===== src/rtl/abir_ram.sv =====
`default_nettype none

module abir_ram #(
    parameter int WIDTH = 8,
    parameter int DEPTH = 64
) (
    input  wire logic                     clk,
    input  wire logic                     we,
    input  wire logic [$clog2(DEPTH)-1:0] waddr,
    input  wire logic [WIDTH-1:0]         wdata,
    input  wire logic [$clog2(DEPTH)-1:0] raddr,
    output logic      [WIDTH-1:0]         rdata
);
    logic [WIDTH-1:0] mem [DEPTH];

    always_ff @(posedge clk)
    begin
        if (we)
        begin
            mem[waddr] <= wdata;
        end
        rdata <= mem[raddr];
    end
endmodule

`default_nettype wire


===== config.mk =====
export PLATFORM = sky130hd
export DESIGN_NAME = abir_ram
export DESIGN_NICKNAME = d
export VERILOG_FILES = /design/src/rtl/abir_ram.sv
export SDC_FILE = /design/constraint.sdc
export NUM_CORES = 1
export LEC_CHECK = 0
export BUFFER_PORTS_ARGS = -buffer_cell sky130_fd_sc_hd__buf_2
export CORE_MARGIN = 5
export CORE_UTILIZATION = 50
export DETAILED_ROUTE_END_ITERATION = 12
export GPL_ROUTABILITY_DRIVEN = 1
export PLACE_DENSITY_LB_ADDON = 0.25
export SLEW_MARGIN = 40
export SYNTH_ARGS = -nofsm -noshare
export SYNTH_HDL_FRONTEND = slang
export SYNTH_SLANG_ARGS = --single-unit

===== constraint.sdc =====
create_clock -name clk -period 5.79 [get_ports clk]
set_clock_uncertainty 0.1 [all_clocks]
set_input_delay 0.579 -clock clk [delete_from_list [all_inputs] [get_ports clk]]
set_output_delay 0.579 -clock clk [all_outputs]
set_load 0.005 [all_outputs]

==> impl_metrics.tcl <==
set metrics [dict create \
    fmax_ghz 0.362 \
    areaGrowthSynthToFinish_pct 11.7 \
    drv_cap 0 \
    grt_pass1_vias 9752 \
    grt_pass1_wl_mm 64.6 \
    cts_tree "built" \
    synth_warnings 0 \
    fin_crit_ns 2.76 \
    setup_viol 0 \
    io_pins 30 \
    hold_viol 0 \
    synth_area_leaders "edfxtp_1 76%, mux4_2 14%, nor2_1 1.5%, mux2i_1 1.1%, dfxtp_1 0.79%" \
    grt_max_degree 73 \
    overflow 0 \
    crit_fanout 72 \
    worst_slew_pin_slew_ns 0.858 \
    whs_ns 0.428 \
    yosys.area.top_type_share_pct 76.2 \
    cts_buffer_depth 3 \
    synth.most_common_cell "edfxtp_1" \
    yosysTopAreaCell "edfxtp_1" \
    cts_hold_buf 0 \
    hpwl_mm 26.2 \
    ir_drop_mv 0.299 \
    antenna_cells 0 \
    vias 9445 \
    cts_resized 0 \
    hp-class "input pin to flop" \
    synth_common_cells "512 x edfxtp_1, 126 x mux4_2, 83 x nor2_1" \
    rsz0062_at_grt "no" \
    gp_congestion 0.787 \
    post_cts_buffers 0 \
    maxSlewViolCount 0 \
    yosysSeqAreaShare_pct 77.0 \
    outcome "completed" \
    fin_setup_tns_ns 0 \
    p_leak_nw 6.92 \
    core_area_mm2 0.0398 \
    drtIter0Drc 910 \
    num_rows 73 \
    power_density_mw_per_mm2 344 \
    power_mw 7.75 \
    crit_path_end_kind "flop" \
    syn_inst 940 \
    final_core_util_pct 56.5 \
    start_util_pct 50.6 \
    worstSetupPathType "input pin to flop" \
    grt_antenna_before_repair 2 \
    drcViolationCount 0 \
    die_area_mm2 0.0444 \
    die_h_um 211 \
    worstPathRequired_ns 6.10 \
    synthDistinctLibCells 40 \
    viasPerCell 6.11 \
    cts.sinks 520 \
    numCtsBuffers 51 \
    ant_nets 0 \
    start_kind "input pin" \
    synth_top_flop_cell "edfxtp_1" \
    nets 1004 \
    cts_max_level 2 \
    die_x_um 211 \
    dp_cells 1454 \
    final_cells 1547 \
    portBuffers 29 \
    post_drt_wl_per_cell_um 28.2 \
    crit_arrival_ns 3.07 \
    synthArstFlopShare_pct 0 \
    worstSkewPairLatency_ns 0.56 \
    wl_mm 43.6 \
    cts_root_buf "clkbuf_16" \
    ys_seq_elements 520 \
    synth_area_mm2 0.0202 \
    syn_nets 962 \
    track_usage_pct 19.8 \
    dr.pass1.iters 5 \
    fin_crit_sh_pct 47.7 \
    relSlewSlack_pct 42.6 \
    drive_gt1_share_pct 28.1 \
    clk_pin_slew_ns 0.06 \
    synth_edf_count 512 \
    avgSynthCellArea_um2 21.5 \
]
==> cells in the final DEF (no fill, tap or decap), types with 3 or more instances in the layout <==
cell type and n:
o2111ai_1 3, edfxtp_1 512, buf_12 3, clkbuf_1 16, nor2_1 46, o221ai_1 8
buf_2 20, mux2i_1 23, nand2_1 19, clkinv_2 6, o2bb2ai_1 3, bufinv_16 5
clkinv_1 10, nor2_2 37, nand3_1 13, nand2b_1 7, o22ai_1 8, a211oi_1 4
a221oi_1 5, nor3_1 6, buf_4 16, a21oi_1 3, a22oi_1 3, dfxtp_1 8
nand3b_1 3, clkbuf_16 52, nor2b_1 14, mux4_2 126, mux2_2 13
==> layer usage <==
layer	GRT usage [%]	wire length, um	vias to the layer above
li1	-	-	4019
met1	28.4	17800	4960
met2	31.1	20900	391
met3	4.56	3710	73
met4	5.68	1220	2
met5	0	7	-
==> per-stage QoR <==
stage	worst slack (ns)	instance area (um^2)
floorplan	3.44	20200
global placement	2.19	20800
detailed placement	2.47	20900
CTS	3.07	22500
global route	2.95	22500
finish	3.03	22500
==> path summary, 6_finish.rpt <==
kind | from | depth (start not counted) | end | slack [ns]
setup / recovery | raddr[0] | 6 | rdata[6] | 3.03
hold / removal | waddr[1] | 2 | mem[48][2] | 0.43
hold reg to reg | mem[37][7] | 4 | rdata[7] | 0.79
setup reg to reg | mem[21][6] | 5 | rdata[6] | 3.26
==> cell families (layout without fill, tap and decap cells) <==
family	Yosys count	count (layout)	synth area share, %
buffers and inverters	51	133	1.57
AND/OR/NAND/NOR	153	153	3.39
multiplexers	162	162	15.9
AO/OA/AOI/OAI	54	54	2.07
flip-flops	520	520	77.0
==> state kept, by name (all words and copies together) (netlist names) <==
signal  flops
mem       512
rdata       8
==> worst max-delay path, cell delays in order <==
cell       delay (ns)
clkbuf_16        0.43
mux4_2           0.57
mux2_2           0.29
o221a_2          0.28
nor3_1           0.68
o32ai_1          0.19
==> cell type report <==
class | count | area [um^2]
Fill cell | 2971 | 17300
Sequential cell | 520 | 15500
Clock buffer | 68 | 1350
Clock inverter | 25 | 251
Multi-Input combinational cell | 369 | 4420
Timing Repair Buffer | 40 | 305
Tap cell | 525 | 657
==> power by group <==
group / internal, mW / total, mW / switching [mW]
Sequential: 4.17 / 4.18 / 0.0154
Combinational: 0.141 / 0.374 / 0.233
Clock: 1.86 / 3.19 / 1.33
Total: 6.17 / 7.75 / 1.58
Power figures use the tool's default switching activity.
