File: src/rtl/abir_pkg.sv
`default_nettype none

package abir_pkg;

    // command codes
    localparam logic [1:0] CMD_ADD     = 2'd0;
    localparam logic [1:0] CMD_TICK    = 2'd1;
    localparam logic [1:0] CMD_RESOLVE = 2'd2;
    localparam logic [1:0] CMD_READ    = 2'd3;

    // status codes
    localparam logic [1:0] ST_OK      = 2'd0;
    localparam logic [1:0] ST_FULL    = 2'd1;
    localparam logic [1:0] ST_BAD_IDX = 2'd2;

    // register indexes
    localparam logic [1:0] REG_GRAVITY_X = 2'd0;
    localparam logic [1:0] REG_GRAVITY_Y = 2'd1;
    localparam logic [1:0] REG_TIME_STEP = 2'd2;

    localparam int          PADDR_W       = 4;
    localparam logic [15:0] TIME_STEP_RST = 16'd1092;

    // width of the shared saturating adder
    localparam int ADD_W = 36;

    typedef struct packed {
        logic signed [31:0] pos_x;
        logic signed [31:0] pos_y;
        logic signed [31:0] vel_x;
        logic signed [31:0] vel_y;
        logic        [30:0] half_x;
        logic        [30:0] half_y;
        logic               is_static;
        logic        [15:0] bounce;
    } body_t;

    typedef struct packed {
        logic signed [31:0] gravity_x;
        logic signed [31:0] gravity_y;
        logic        [15:0] time_step;
    } cfg_t;

    typedef struct packed {
        logic        [1:0]  status;
        logic        [5:0]  body_index;
        logic signed [31:0] pos_x;
        logic signed [31:0] pos_y;
        logic signed [31:0] vel_x;
        logic signed [31:0] vel_y;
    } res_t;

    typedef struct packed {
        logic signed [32:0]      mul_a;
        logic        [15:0]      mul_b;
        logic signed [ADD_W-1:0] add_a;
        logic signed [ADD_W-1:0] add_b;
        logic                    use_prod;
        logic                    prod_q15;
    } alu_req_t;

    function automatic logic signed [32:0] neg33(input logic signed [31:0] v);
        logic signed [32:0] w;
        w = 33'(v);
        return -w;
    endfunction

endpackage

`default_nettype wire

File: src/rtl/abir_alu.sv
`default_nettype none

module abir_alu (
    input  wire logic               clk,
    input  wire abir_pkg::alu_req_t op,
    output logic signed [31:0]      sum
);
    import abir_pkg::*;

    logic signed [49:0]      prod_full;
    logic signed [48:0]      prod_reg;
    logic signed [48:0]      prod_sh;
    logic signed [ADD_W-1:0] add_b;
    logic signed [ADD_W-1:0] total;

    assign prod_full = op.mul_a * $signed({1'b0, op.mul_b});

    // product register between the multiplier and the adder
    always_ff @(posedge clk)
    begin
        prod_reg <= prod_full[48:0];
    end

    // arithmetic shift gives the floor rounding
    assign prod_sh = op.prod_q15 ? (prod_reg >>> 15) : (prod_reg >>> 16);
    assign add_b   = op.use_prod ? ADD_W'(prod_sh) : op.add_b;
    assign total   = op.add_a + add_b;

    always_comb
    begin
        if (total > ADD_W'(64'sh7FFFFFFF))
        begin
            sum = 32'sh7FFFFFFF;
        end
        else if (total < -ADD_W'(64'sh80000000))
        begin
            sum = 32'sh80000000;
        end
        else
        begin
            sum = total[31:0];
        end
    end
endmodule

`default_nettype wire

File: config.mk
export PLATFORM = sky130hd
export DESIGN_NAME = abir_alu
export DESIGN_NICKNAME = d
export VERILOG_FILES = /design/src/rtl/abir_pkg.sv /design/src/rtl/abir_alu.sv
export SDC_FILE = /design/constraint.sdc
export NUM_CORES = 1
export LEC_CHECK = 0
export ABC_AREA = 1
export BUFFER_PORTS_ARGS = -buffer_cell sky130_fd_sc_hd__buf_2
export CAP_MARGIN = 10
export CORE_MARGIN = 4
export CORE_UTILIZATION = 39
export CTS_CLUSTER_DIAMETER = 30
export DETAILED_ROUTE_END_ITERATION = 10
export PLACE_DENSITY = 0.55
export SLEW_MARGIN = 10
export SYNTH_ARGS = -nofsm -noshare
export SYNTH_HDL_FRONTEND = slang
export SYNTH_SLANG_ARGS = --single-unit
File: constraint.sdc
create_clock -name clk -period 18.2 [get_ports clk]
set_input_delay 5.46 -clock clk [delete_from_list [all_inputs] [get_ports clk]]
set_output_delay 5.46 -clock clk [all_outputs]
set_load 0.01 [all_outputs]
==> impl_metrics.env <==
export IMPL_synth_area_top_cells="sky130_fd_sc_hd__fa_1 43%, sky130_fd_sc_hd__inv_1 15%, sky130_fd_sc_hd__nand2_1 15%"
export IMPL_detail_route_first_pass_iterations=6
export IMPL_cp_data_required_time_ns=12.74
export IMPL_post_cts_resize_count=0
export IMPL_pin_count_of_the_biggest_net_entering_global_routing=71
export IMPL_hpwl_mm=54.1
export IMPL_initial_utilization_pct=39.7
export IMPL_final_fill_count=6148
export IMPL_tritoncts_num_buffers=5
export IMPL_fin_tns_setup_ns=0
export IMPL_synthDistinctLibCells=40
export IMPL_num_rows=88
export IMPL_number_of_global_route_vias_before_repair=20500
export IMPL_clk_pin_slew_worst_paths_ns=0.06
export IMPL_max_cap_viol_count=0
export IMPL_htree_num_levels=2
export IMPL_port_buffers=155
export IMPL_synth_edff_count=0
export IMPL_yosys_cell_count_top_type="sky130_fd_sc_hd__inv_1"
export IMPL_layout_cell_area_non_filler_um2=24500
export IMPL_postRouteWirelength_mm=65.9
export IMPL_final_setup_worst_slack_ns=3.01
export IMPL_rsz0062_at_grt="false"
export IMPL_die_area_um2=63300
export IMPL_gp_congestion=0.905
export IMPL_cp_max_fo=34
export IMPL_final_setup_viol_count=0
export IMPL_max_used_layer="met4"
export IMPL_avgRoutedWirePerCell_um=16.4
export IMPL_timing_setup_critical_path_class="in -> out"
export IMPL_antenna_violating_nets_left=0
export IMPL_pin_count=156
export IMPL_met3RoutedLength_mm=3.53
export IMPL_drc=0
export IMPL_cp_start_kind="input port"
export IMPL_netlist_top_cells_count="913 x sky130_fd_sc_hd__inv_1, 904 x sky130_fd_sc_hd__nand2_1, 497 x sky130_fd_sc_hd__fa_1, 156 x sky130_fd_sc_hd__nor2_1, 149 x sky130_fd_sc_hd__ha_1"
export IMPL_synth_yosys_warnings=0
export IMPL_drive_above_1_share_pct=6.42
export IMPL_synth_async_sr_flop_share_pct=0
export IMPL_finalNetCount=4009
export IMPL_grt_first_pass_wirelength_mm=109
export IMPL_finish_utilization_pct=42.1
export IMPL_synth_sequential_area_ratio_pct=2.94
export IMPL_cts_root_buffer_cell="sky130_fd_sc_hd__clkbuf_16"
export IMPL_drt_initial_drc_count=977
export IMPL_grt_ovfl_total=0
export IMPL_timing_critical_path_slowest_stage_cell="sky130_fd_sc_hd__clkinv_1"
export IMPL_syn_instance_count=3214
export IMPL_synth_area_leader_cell="sky130_fd_sc_hd__fa_1"
export IMPL_core_area_um2=58200
export IMPL_grt_usage_pct=21.2
export IMPL_hold_viol=0
export IMPL_antenna_found_initial=0
export IMPL_post_cts_repair_setup_buffers=0
export IMPL_data_arrival_time_of_the_critical_path_ns=9.73
export IMPL_post_synth_cell_area_avg_um2=7.19
export IMPL_largest_register_ffs=34
export IMPL_max_freq_mhz=65.8
export IMPL_timing_hold_worst_class="in -> reg"
export IMPL_timing_final_crit_period_ns=15.19
export IMPL_slew_limit_headroom_pct=33.5
export IMPL_synth_seq_cells=34
export IMPL_average_vias_per_placed_instance=4.78
export IMPL_route_layer_met1_wl_mm=30.4
export IMPL_syn2layout_area_growth_pct=6.08
export IMPL_critical_path_endpoint_type="output port"
export IMPL_post_synth_top_area_fraction_pct=43.0
export IMPL_crit_chain="buf_2 -> clkinv_1 -> nand2_1 -> o211ai_1 -> o21ai_0 -> inv_1 -> fa_1 -> inv_1 -> nand3_1 -> nand3_2 -> nand2_1 -> nand2_2 -> nand2_1 -> nand2_2 -> nand2_2 -> nand2_1 -> nand2_1 -> nand2_1 -> nand2_2 -> o21bai_4 -> nand2_1 -> buf_2"
export IMPL_outcome="complete, no violations"
export IMPL_timing_critical_path_slowest_cell_delay_ns=0.84
export IMPL_cts_hold_repair_buffers=0
export IMPL_path_delay_family="buffers and inverters"
export IMPL_cts_tree="yes"
export IMPL_worst_pin_slew_ns=0.997
export IMPL_clkSinkCount=34
export IMPL_floorplan_die_width_um=252
export IMPL_dieHeight_um=252
export IMPL_final_max_slew_violation_count=0
export IMPL_via_count=19100
export IMPL_met2_layer_wire_length_in_the_routed_design_mm=30.3
export IMPL_cell_area_reported_after_detailed_placement_um2=24300
export IMPL_cpMostUsedCell="sky130_fd_sc_hd__nand2_1"
export IMPL_num_antenna_cells=0
export IMPL_ys_flop_type="sky130_fd_sc_hd__dfxtp_1"
export IMPL_place_worst_setup_slack_ns=3.01
export IMPL_synthesis_area_um2=23100
export IMPL_syn_nets=3984
export IMPL_timing_final_crit_share_pct=83.5
export IMPL_cts_root_to_sink_buffers=2
export IMPL_count_of_buffering_cells_on_the_critical_path_with_inverters_included=5
-- cell type report --
type / count / area [um^2] / area share, %
sequential: 34 / 681 / 2.77
clock inverter: 3 / 68.8 / 0.281
tap: 765 / 957 / 3.90
clock buffer: 5 / 125 / 0.510
inverter: 916 / 3440 / 14.0
multi-input combinational: 2117 / 18400 / 75.0
timing repair buffer: 165 / 851 / 3.47
-- per-layer routing --
layer  up-vias  track usage, %
li1       9197               -
met1      9356            30.1
met2       500            35.9
met3        93            1.57
met4         0            4.68
met5         -               0
-- path summary, 6_finish.rpt --
| check | cells past startpoint | slack [ns] | startpoint | endpoint |
|---|---|---|---|---|
| max | 22 | 3.01 | op[0] | sum[2] |
| min | 8 | 6.28 | op[90] | prod_reg[21] |
-- worst min-delay path: cells and delay by family --
family | cells | cell delay [ns]
and+or+nand+nor | 3 | 0.22
adders and majority gates | 1 | 0.18
buffers and inverters | 1 | 0.22
AOI/OAI and AO/OA | 2 | 0.29
xor gates and xnor gates | 1 | 0.12
-- cells in the final DEF, fill, tap and decap left out, drive strengths merged, types with 6 or more instances in the layout --
cell    Yosys  routed
dfxtp      34      34
nor2      160     160
nand2     924     924
o21ai      52      52
nand3      39      39
a21o        8       8
buf         8     165
xor2       41      41
fa        497     497
ha        149     149
xnor2      32      32
a31oi      41      41
o21bai     14      14
o21a        6       6
nand4       7       7
a21oi     101     101
nor4        9       9
nor3       14      14
inv       915     915
-- logic make-up after synthesis --
| kind of cell | Yosys count | share of synthesized area, % |
|---|---|---|
| AO/OA/AOI/OAI | 234 | 5.83 |
| AND/OR/NAND/NOR | 1164 | 19.9 |
| buffers and inverters | 1063 | 17.4 |
| flip-flops | 34 | 2.94 |
| XOR/XNOR | 73 | 2.76 |
| adder cells (fa/ha/maj) | 646 | 51.1 |
-- through the flow --
stage | hold slack, ns | cells
2_1_floorplan | 6.11 | 3214
3_3_place_gp | 6.39 | 3997
3_5_place_dp | 6.40 | 3997
4_1_cts | 6.26 | 4005
5_1_grt | 6.34 | 4005
6_report | 6.28 | 4005
Power is not shown: default switching activity piles up to over one toggle a cycle in this logic, so the estimate is an artifact.
