[src/rtl/abir_pkg.sv]
`default_nettype none

package abir_pkg;

    // command codes
    localparam logic [1:0] CMD_ADD     = 2'd0;
    localparam logic [1:0] CMD_TICK    = 2'd1;
    localparam logic [1:0] CMD_RESOLVE = 2'd2;
    localparam logic [1:0] CMD_READ    = 2'd3;

    // status codes
    localparam logic [1:0] ST_OK      = 2'd0;
    localparam logic [1:0] ST_FULL    = 2'd1;
    localparam logic [1:0] ST_BAD_IDX = 2'd2;

    // register indexes
    localparam logic [1:0] REG_GRAVITY_X = 2'd0;
    localparam logic [1:0] REG_GRAVITY_Y = 2'd1;
    localparam logic [1:0] REG_TIME_STEP = 2'd2;

    localparam int          PADDR_W       = 4;
    localparam logic [15:0] TIME_STEP_RST = 16'd1092;

    // width of the shared saturating adder
    localparam int ADD_W = 36;

    typedef struct packed {
        logic signed [31:0] pos_x;
        logic signed [31:0] pos_y;
        logic signed [31:0] vel_x;
        logic signed [31:0] vel_y;
        logic        [30:0] half_x;
        logic        [30:0] half_y;
        logic               is_static;
        logic        [15:0] bounce;
    } body_t;

    typedef struct packed {
        logic signed [31:0] gravity_x;
        logic signed [31:0] gravity_y;
        logic        [15:0] time_step;
    } cfg_t;

    typedef struct packed {
        logic        [1:0]  status;
        logic        [5:0]  body_index;
        logic signed [31:0] pos_x;
        logic signed [31:0] pos_y;
        logic signed [31:0] vel_x;
        logic signed [31:0] vel_y;
    } res_t;

    typedef struct packed {
        logic signed [32:0]      mul_a;
        logic        [15:0]      mul_b;
        logic signed [ADD_W-1:0] add_a;
        logic signed [ADD_W-1:0] add_b;
        logic                    use_prod;
        logic                    prod_q15;
    } alu_req_t;

    function automatic logic signed [32:0] neg33(input logic signed [31:0] v);
        logic signed [32:0] w;
        w = 33'(v);
        return -w;
    endfunction

endpackage

`default_nettype wire

[src/rtl/abir_cfg.sv]
`default_nettype none

module abir_cfg (
    input  wire logic                          clk,
    input  wire logic                          rst_n,
    input  wire logic                          psel,
    input  wire logic                          penable,
    input  wire logic                          pwrite,
    input  wire logic [abir_pkg::PADDR_W-1:0]  paddr,
    input  wire logic [31:0]                   pwdata,
    output logic      [31:0]                   prdata,
    output logic                               pready,
    output abir_pkg::cfg_t                     cfg
);
    import abir_pkg::*;

    cfg_t       cfg_reg;
    logic [1:0] reg_idx;
    logic       wr_en;

    assign reg_idx = paddr[3:2];
    assign pready  = 1'b1;
    assign wr_en   = psel && penable && pwrite;
    assign cfg     = cfg_reg;

    always_ff @(posedge clk or negedge rst_n)
    begin
        if (!rst_n)
        begin
            cfg_reg.gravity_x <= '0;
            cfg_reg.gravity_y <= '0;
            cfg_reg.time_step <= TIME_STEP_RST;
        end
        else if (wr_en)
        begin
            unique case (reg_idx)
                REG_GRAVITY_X: cfg_reg.gravity_x <= pwdata;
                REG_GRAVITY_Y: cfg_reg.gravity_y <= pwdata;
                REG_TIME_STEP: cfg_reg.time_step <= pwdata[15:0];
                default: ;
            endcase
        end
    end

    always_comb
    begin
        unique case (reg_idx)
            REG_GRAVITY_X: prdata = cfg_reg.gravity_x;
            REG_GRAVITY_Y: prdata = cfg_reg.gravity_y;
            REG_TIME_STEP: prdata = {16'd0, cfg_reg.time_step};
            default:       prdata = '0;
        endcase
    end
endmodule

`default_nettype wire

[config.mk]
export PLATFORM = sky130hd
export DESIGN_NAME = abir_cfg
export DESIGN_NICKNAME = d
export VERILOG_FILES = /design/src/rtl/abir_pkg.sv /design/src/rtl/abir_cfg.sv
export SDC_FILE = /design/constraint.sdc
export NUM_CORES = 1
export LEC_CHECK = 0
export BUFFER_PORTS_ARGS = -buffer_cell sky130_fd_sc_hd__buf_4
export CORE_MARGIN = 4
export CORE_UTILIZATION = 43
export DETAILED_ROUTE_END_ITERATION = 6
export PLACE_DENSITY = 0.76
export SYNTH_ARGS = -nofsm -noshare
export SYNTH_HDL_FRONTEND = slang
export SYNTH_SLANG_ARGS = --single-unit
[constraint.sdc]
create_clock -name clk -period 1.65 [get_ports clk]
set_input_delay 0.4125 -clock clk [delete_from_list [all_inputs] [get_ports clk]]
set_output_delay 0.4125 -clock clk [all_outputs]
set_load 0.05 [all_outputs]
==> results of run 1 <==
-- critical path: cells and delay by family --
| kind | cells | cell delay [ps] |
|---|---|---|
| buffers and inverters | 3 | 470 |
| AO/OA/AOI/OAI | 1 | 70 |
| AND/OR/NAND/NOR | 2 | 280 |
-- power by group --
part,internal [mW],total [mW],switching [mW]
sequential,2.44,3.00,0.563
clock,0.587,1.24,0.657
combinational,1.97,5.01,3.04
-- placed cells by master (no fill, tap or decap) --
| cell type | synthesis | routed |
|---|---|---|
| mux2_1 | 2 | 2 |
| dfrtp_2 | 0 | 5 |
| nor2b_4 | 0 | 1 |
| dfstp_2 | 3 | 3 |
| o21ai_4 | 0 | 16 |
| nand2_4 | 0 | 2 |
| mux2i_4 | 0 | 27 |
| mux2_4 | 30 | 30 |
| clkbuf_8 | 0 | 10 |
| nor2_4 | 0 | 16 |
| buf_6 | 3 | 20 |
| nor3_4 | 0 | 1 |
| dfrtp_1 | 77 | 72 |
| nand2_1 | 16 | 6 |
| nand2_2 | 0 | 8 |
| dlygate4sd3_1 | 0 | 1 |
| nand3_1 | 1 | 1 |
| buf_8 | 0 | 3 |
| clkinvlp_4 | 0 | 2 |
| buf_4 | 3 | 162 |
| conb_1 | 1 | 1 |
| clkinv_2 | 0 | 1 |
| buf_12 | 0 | 10 |
| mux2_2 | 48 | 48 |
| clkbuf_16 | 0 | 1 |
| nor3b_4 | 0 | 1 |
| clkbuf_1 | 5 | 3 |
| mux2i_2 | 0 | 5 |
| buf_16 | 0 | 4 |
| or3b_2 | 0 | 1 |
-- timing repair --
action                                 4_1_cts  5_1_grt
resized for setup                           72       25
setup endpoints to repair                   32       30
gates cloned                                 2        1
hold buffers                                 1        0
endpoints found under the hold margin       21        0
pin swaps                                    1        7
buffers inserted                             1       24
-- Yosys cell counts --
cell	number
dfrtp_1	77
mux2_2	48
mux2i_1	32
mux2_4	30
nand2_1	16
nor2_1	16
o21ai_0	16
buf_2	8
clkbuf_1	5
buf_4	3
buf_6	3
dfstp_2	3
mux2_1	2
conb_1	1
nand3_1	1
nor2b_1	1
nor3_2	1
nor3b_2	1
or3b_1	1
-- kinds of logic after synthesis --
kind of cell | share of synthesized area
mux | 0.3604
simple gates | 0.04395
compound gates | 0.02164
flops | 0.5419
other cells | 0.001013
buf+inv | 0.03110
-- through the flow --
stage | total power, mW | util | setup WS (ps) | TNS, ps | hold WS (ps)
finish | 9.256 | 0.7755 | -7.878 | -16.58 | 302.7
global route | 9.646 | 0.7755 | -38.69 | -219.1 | 285.3
CTS | 9.002 | 0.7362 | -34.06 | -134.6 | 286.7
detailed placement | 7.336 | 0.6637 | -178.2 | -8781 | 337.6
global placement | 7.258 | 0.6637 | -144.9 | -8455 | 336.2
floorplan | 5.948 | - | 4.370 | 0 | 116.9
-- final cells by class --
class	count	area, sq um
well taps	105	131.4
fillers	488	1863
clock inverters	3	20.02
repair buffers	201	1832
flip-flops and latches	80	2012
multi-input cells	166	2292
clock buffers	13	148.9
-- path summary, 6_finish.rpt --
| kind | cells past startpoint | slack [ps] | endpoint | startpoint |
|---|---|---|---|---|
| min | 2 | 300 | cfg[32]$_DFFE_PN0P_ | pwdata[16] |
| min reg2reg | 1 | 550 | cfg[14]$_DFFE_PN0P_ | cfg[14]$_DFFE_PN0P_ |
| max reg2reg | 3 | 630 | cfg[34]$_DFFE_PN0P_ | cfg[34]$_DFFE_PN0P_ |
| min in group asynchronous | 2 | 510 | cfg[1]$_DFFE_PN0P_ | rst_n |
| max in group asynchronous | 3 | 600 | cfg[6]$_DFFE_PN1P_ | rst_n |
| max | 6 | -8 | prdata[8] | paddr[3] |
-- routing by layer --
metal | routed length, um | vias to the layer above | part of all wire | track usage
met5 | 0 | - | 0 | 0
met4 | 159 | 0 | 0.015 | 0.06425
met3 | 571 | 12 | 0.053 | 0.05121
met2 | 6128 | 76 | 0.57 | 0.3792
met1 | 3929 | 1474 | 0.36 | 0.2441
li1 | - | 1322 | - | -
==> results.json, run 1 <==
{
  "synth_area_sq_um": 3701,
  "hold_path_class": "in -> reg",
  "n_antenna_cell": 0,
  "synth_top_area_cell": "dfrtp_1",
  "finalClockSkew_ps": 0,
  "status": "complete, but fails checks",
  "clock_tree.buffer_depth": 2,
  "synth.distinct_cells": 19,
  "dp_cells": 524,
  "cp.required_ps": 1240,
  "clkSlewWorstSetupHoldPaths_ps": 80,
  "dp_hpwl_mm": 7.387,
  "postSynthCellCount": 265,
  "placed_cell_area_sq_um": 5508,
  "power-per-cell-area_nw_per_um2": 1438,
  "h-tree-depth": 3,
  "final-setup-viol-count": 3,
  "synth_seq_cells": 80,
  "core_sq_um": 8299,
  "synth_fp_nets": 306,
  "worst-path-max-fanout": 13,
  "postRouteAntennaNets": 0,
  "crit_path_start_kind": "input pin",
  "grt_usage": 0.2098,
  "rsz0062_at_grt": "true",
  "grt_max_degree": 31,
  "p_leak_nw": 2.969,
  "violations": "negative setup slack",
  "area_growth_pct": 73.90,
  "cp_slowest_cell": "nor2b_4",
  "peakVddDrop_mv": 0.8952,
  "start_util": 0.4460,
  "ioPinCount": 154,
  "grt_first_pass_wirelength_mm": 16.27,
  "path_cells": "buf_4 > nor2b_4 > buf_12 > nand2_1 > o21ai_4 > buf_6",
  "drtIter0Drc": 30,
  "crit_path_max_incr_delay_ps": 180,
  "std_cell_rows": 33,
  "cts.sinks": 80,
  "synth_area_leaders": "dfrtp_1 (52%), mux2_2 (15%), mux2_4 (12%)",
  "wl_mm": 10.79,
  "end_kind": "output pin",
  "numCtsBuffers": 9,
  "vias_per_cell": 5.077,
  "clk_latency_ps": 340,
  "period_share": 1.005,
  "synth_seq_area_share": 0.5419,
  "drv_slew": 0,
  "drc_errors": 0,
  "largest_reg_flops": 80,
  "antenna_found_initial": 0,
  "root_buffer": "clkbuf_8",
  "min_period_ps": 1658,
  "fmax_mhz": 603.2,
  "worst_ep_arrival_time_ps": 1250,
  "routabilityCongestion": 0.7737,
  "wl_per_cell_um": 18.99,
  "die_w_um": 100.8,
  "io_buffers": 150,
  "yosysWarnings": 0,
  "die_y_um": 100.8,
  "firstDrtPassIters": 4,
  "fin_cells": 568,
  "syn_avg_cell_area_sq_um": 13.97,
  "final_area_sq_um": 6436,
  "nNetsFinal": 499,
  "drv_cap": 0,
  "setup_ws_ps": -7.878,
  "tritoncts": "yes",
  "via_count": 2884,
  "grt_pass1_vias": 2994,
  "hold_violations": 0,
  "overflow": 0,
  "fp.dieArea_sq_um": 10160,
  "drive_gt1_frac": 0.8143,
  "yosys.area.top_type_share": 0.5206,
  "timing_worst_setup_path_type": "in -> out"
}
Note: power is estimated with default switching activity, not from simulation.
==> run 2: changes to the inputs <==
Settings changed: CORE_UTILIZATION 43 to 50, PLACE_DENSITY 0.76 to 0.83.
Clock period 1.65 ns to 2 ns, I/O delays scaled along.
==> results.json, run 2 (synthesis gave the netlist of run 1 again) <==
{
  "core_sq_um": 7214,
  "via_count": 2720,
  "p_leak_nw": 2.727,
  "intPower_mw": 3.789,
  "std_cell_rows": 31,
  "crit_path_start_kind": "input pin",
  "fp.dieArea_sq_um": 8843,
  "crit_top_cell": "buf_4",
  "io_buffers": 150,
  "hold_violations": 0,
  "drtIter0Drc": 55,
  "worst-path-max-fanout": 13,
  "p_comb_frac": 0.501,
  "grt_pass1_vias": 2926,
  "area_growth_pct": 45.33,
  "cp.required_ps": 1500,
  "status": "finished clean",
  "crit_path_max_incr_delay_ps": 270,
  "overflow": 0,
  "fillerInstances": 506,
  "dp_hpwl_mm": 7.100,
  "die_w_um": 94.04,
  "final_cell_mix": "buf_4 (162), dfrtp_1 (77), mux2_2 (48), mux2i_1 (32), mux2_4 (30)",
  "clk_latency_ps": 330,
  "cp_slowest_cell": "buf_4",
  "path_cells": "buf_4 > buf_4 > mux2i_1 > nor2_2 > buf_4",
  "peakVddDrop_mv": 0.7994,
  "finalPower_mw": 6.983,
  "vias_per_cell": 5.142,
  "grt_max_degree": 40,
  "grt_usage": 0.2179,
  "start_util": 0.5130,
  "dp_cells": 513,
  "routabilityCongestion": 0.7671,
  "finalClockSkew_ps": 0,
  "rrSetupSlack_ps": 1190,
  "drv_cap": 0,
  "timing_worst_setup_path_type": "in -> out",
  "p_switching_mw": 3.194,
  "wl_met3_um": 643,
  "grt_first_pass_wirelength_mm": 14.92,
  "h-tree-depth": 3,
  "largest_reg_flops": 80,
  "p_seq_frac": 0.334,
  "rsz0062_at_grt": "false",
  "cp.buffers_inverters": 3,
  "highest_layer": "met4",
  "post_cts.repair.setup_buffers": 0,
  "final_util": 0.7456,
  "postRouteAntennaNets": 0,
  "period_share": 0.9586,
  "hold_path_class": "in -> async",
  "tritoncts": "yes",
  "cts.sinks": 80,
  "wl_met2_mm": 4.999,
  "mostFrequentLayoutCell": "buf_4",
  "ioPinCount": 154,
  "clkPwrFrac": 0.165,
  "path_delay_family": "buffers and inverters",
  "final-setup-viol-count": 0,
  "min_period_ps": 1917,
  "nNetsFinal": 466,
  "drive_gt1_frac": 0.6837,
  "die_y_um": 94.04,
  "root_buffer": "clkbuf_8",
  "drv_slew": 0,
  "worst_ep_arrival_time_ps": 1420,
  "p_sw_frac": 0.4574,
  "wl_met1_mm": 3.702,
  "whs_ps": 80.16,
  "firstDrtPassIters": 4,
  "ctsResizeCount": 0,
  "numCtsBuffers": 9,
  "wl_mm": 9.461,
  "wl_per_cell_um": 17.88,
  "fin_cells": 529,
  "end_kind": "output pin",
  "fmax_mhz": 521.6,
  "n_antenna_cell": 0,
  "power-per-cell-area_nw_per_um2": 1298,
  "drc_errors": 0,
  "clkSlewWorstSetupHoldPaths_ps": 80,
  "cts_hold_buffers": 0,
  "clock_tree.buffer_depth": 2,
  "antenna_found_initial": 0
}
## run 2: changes by cell type in the layout (fill, tap and decap cells not counted), sizes merged
cell / delta
buf: -31
bufinv: +1
clkbuf: -2
clkinv: +2
clkinvlp: -2
dlygate4sd3: -1
## run 2: routing by layer
metal,up-vias,track usage
li1,1242,-
met1,1374,0.2592
met2,93,0.3797
met3,11,0.05769
met4,0,0.07581
met5,-,0
## run 2: final timing paths
check,cells past startpoint,endpoint,start
max reg2reg,1,cfg[76]$_DFFE_PN0P_,cfg[76]$_DFFE_PN0P_
max in group asynchronous,2,cfg[2]$_DFFE_PN1P_,rst_n
min reg2reg,1,cfg[69]$_DFFE_PN0P_,cfg[69]$_DFFE_PN0P_
min,1,cfg[58]$_DFFE_PN0P_,rst_n
min in group clk,2,cfg[69]$_DFFE_PN0P_,pwdata[21]
max,5,prdata[25],paddr[2]
## run 2: per-stage QoR
stage | TNS (ps) | worst slack, ps | area [sq um]
floorplan | -905.4 | -237.4 | 3834
global placement | 0 | 97.67 | 5189
detailed placement | 0 | 64.38 | 5189
CTS | 0 | 65.58 | 5379
global route | 0 | 25.58 | 5379
finish | 0 | 82.78 | 5379
## run 2: area by class of cell
cell class                 instances  area (sq um)  share of cell area
clock inverter                     4         45.04            0.008374
tap                               99         123.9             0.02303
sequential                        80          2006              0.3729
timing repair buffer             168          1336              0.2484
multi-input combinational        166          1723              0.3203
clock buffer                      12         145.1             0.02698
## run 2: power groups by stage
stage / Sequential (mW) / Combinational (mW) / Clock [mW]
after floorplan: 3.63 / 1.12 / 0
after global placement: 2.33 / 3.47 / 0
after detailed placement: 2.35 / 3.53 / 0
after CTS: 2.33 / 3.53 / 1.18
after global routing: 2.39 / 3.63 / 1.25
final: 2.33 / 3.50 / 1.15
==> run 3: changes to the inputs <==
Settings changed: CORE_ASPECT_RATIO set to 0.6, CORE_MARGIN 4 to not set, CORE_UTILIZATION 50 to 35, PLACE_DENSITY 0.83 to not set.
==> results.json, run 3 (synthesis gave the netlist of run 1 again) <==
{
  "hold_violations": 0,
  "nNetsFinal": 464,
  "firstDrtPassIters": 4,
  "peakVddDrop_mv": 0.6357,
  "drive_gt1_frac": 0.6846,
  "path_cells": "buf_4 > nor2b_1 > buf_6 > nand2_1 > o21ai_4 > buf_4",
  "routabilityCongestion": 0.7552,
  "drc_errors": 0,
  "finalPower_mw": 7.582,
  "grt_max_degree": 35,
  "clkSlewWorstSetupHoldPaths_ps": 60,
  "postRouteAntennaNets": 0,
  "tritoncts": "yes",
  "final_cell_mix": "buf_4 (158), dfrtp_1 (77), mux2_2 (48), mux2i_1 (32), mux2_4 (30)",
  "overflow": 0,
  "p_comb_frac": 0.459,
  "crit_path_max_incr_delay_ps": 210,
  "start_util": 0.3681,
  "worst-path-max-fanout": 11,
  "antenna_found_initial": 0,
  "n_antenna_cell": 0,
  "dp_hpwl_mm": 7.053,
  "cts.sinks": 80,
  "worst_ep_arrival_time_ps": 1420,
  "wl_per_cell_um": 17.12,
  "area_growth_pct": 50.17,
  "grt_use_met2": 0.2706,
  "post_cts.repair.setup_buffers": 0,
  "via_count": 2718,
  "std_cell_rows": 28,
  "clk_latency_ps": 320,
  "root_buffer": "clkbuf_16",
  "timing_worst_setup_path_type": "in -> out",
  "p_seq_frac": 0.309,
  "end_kind": "output pin",
  "drv_slew": 0,
  "ioPinCount": 154,
  "fp.dieArea_sq_um": 11000,
  "numCtsBuffers": 9,
  "final-setup-viol-count": 0,
  "crit_path_start_kind": "input pin",
  "clkPwrFrac": 0.231,
  "wl_mm": 9.640,
  "drv_cap": 0,
  "use_met1": 0.2568,
  "p_switching_mw": 3.269,
  "cts_hold_buffers": 0,
  "top_usage_layer": "met2",
  "dp_cells": 547,
  "crit_top_cell": "buf_4",
  "largest_reg_flops": 80,
  "fmax_mhz": 519.9,
  "h-tree-depth": 3,
  "rsz0062_at_grt": "false",
  "core_sq_um": 10050,
  "drtIter0Drc": 77,
  "finalClockSkew_ps": 0,
  "min_period_ps": 1923,
  "intPower_mw": 4.313,
  "die_y_um": 81.66,
  "grt_first_pass_wirelength_mm": 15.26,
  "io_buffers": 150,
  "p_leak_nw": 2.772,
  "vias_per_cell": 4.828,
  "use_met3": 0.06049,
  "tns_ps": 0,
  "ctsResizeCount": 0,
  "grt_pass1_vias": 2721,
  "power-per-cell-area_nw_per_um2": 1364,
  "die_w_um": 134.8,
  "cp.required_ps": 1500,
  "hold_path_class": "in -> async",
  "status": "finished clean",
  "mostFrequentLayoutCell": "buf_4",
  "clock_tree.buffer_depth": 2,
  "p_sw_frac": 0.4311,
  "pre_cts_ws_ps": -33.25,
  "cp_slowest_cell": "buf_4",
  "fin_cells": 563,
  "setup_ws_ps": 76.60,
  "grt_usage": 0.1825,
  "period_share": 0.9617
}
==> run 3: cell count changes in the layout (fill, tap and decap cells not counted), sizes merged <==
cell | previous run | this run
buf | 168 | 166
clkinv | 3 | 1
clkinvlp | 0 | 2
bufinv | 1 | 2
clkbuf | 12 | 11
==> run 3: final cells by class <==
class	count	area, sq um
Clock inverter	5	80.08
Fill cell	863	4497
Sequential cell	80	2006
Tap cell	135	168.9
Clock buffer	11	242.7
Multi-Input combinational cell	166	1723
Timing Repair Buffer	166	1338
==> run 3: final timing paths <==
path	to	startpoint	slack [ps]	cells after the start
max in group asynchronous	cfg[10]$_DFFE_PN1P_	rst_n	1270	2
setup / recovery	prdata[2]	paddr[2]	80	6
hold / removal	cfg[17]$_DFFE_PN0P_	rst_n	140	1
hold reg to reg	cfg[52]$_DFFE_PN0P_	cfg[52]$_DFFE_PN0P_	540	1
setup reg to reg	cfg[76]$_DFFE_PN0P_	cfg[76]$_DFFE_PN0P_	1170	1
min in group clk	cfg[32]$_DFFE_PN0P_	pwdata[16]	410	2
==> run 3: routing by layer <==
layer	routed length, um	vias to the layer above
li1	-	1240
met1	4635	1375
met5	0	-
met3	766	7
met4	34	0
met2	4204	96
==> run 3: worst max-delay path: cells and delay by family <==
| kind | cells | cell delay (ps) |
|---|---|---|
| AO/OA/AOI/OAI | 1 | 70 |
| buffers and inverters | 3 | 550 |
| AND/OR/NAND/NOR | 2 | 300 |
==> run 3: through the flow <==
step	util	hold slack, ps	instance area, sq um
2_1_floorplan	-	204.4	3834
3_3_place_gp	0.5203	489.4	5231
3_5_place_dp	0.5203	496.5	5231
4_1_cts	0.5524	145.1	5554
6_report	0.5528	142.8	5558
5_1_grt	0.5528	165.6	5558
==> run 3: power by group through the flow <==
stage                     registers, mW  clock network, mW  logic, mW
after detailed placement           2.36                  0       3.51
after global placement             2.35                  0       3.47
after floorplan                    3.63                  0       1.12
after global routing               2.40               1.88       3.63
after CTS                          2.35               1.81       3.51
final                              2.34               1.75       3.48
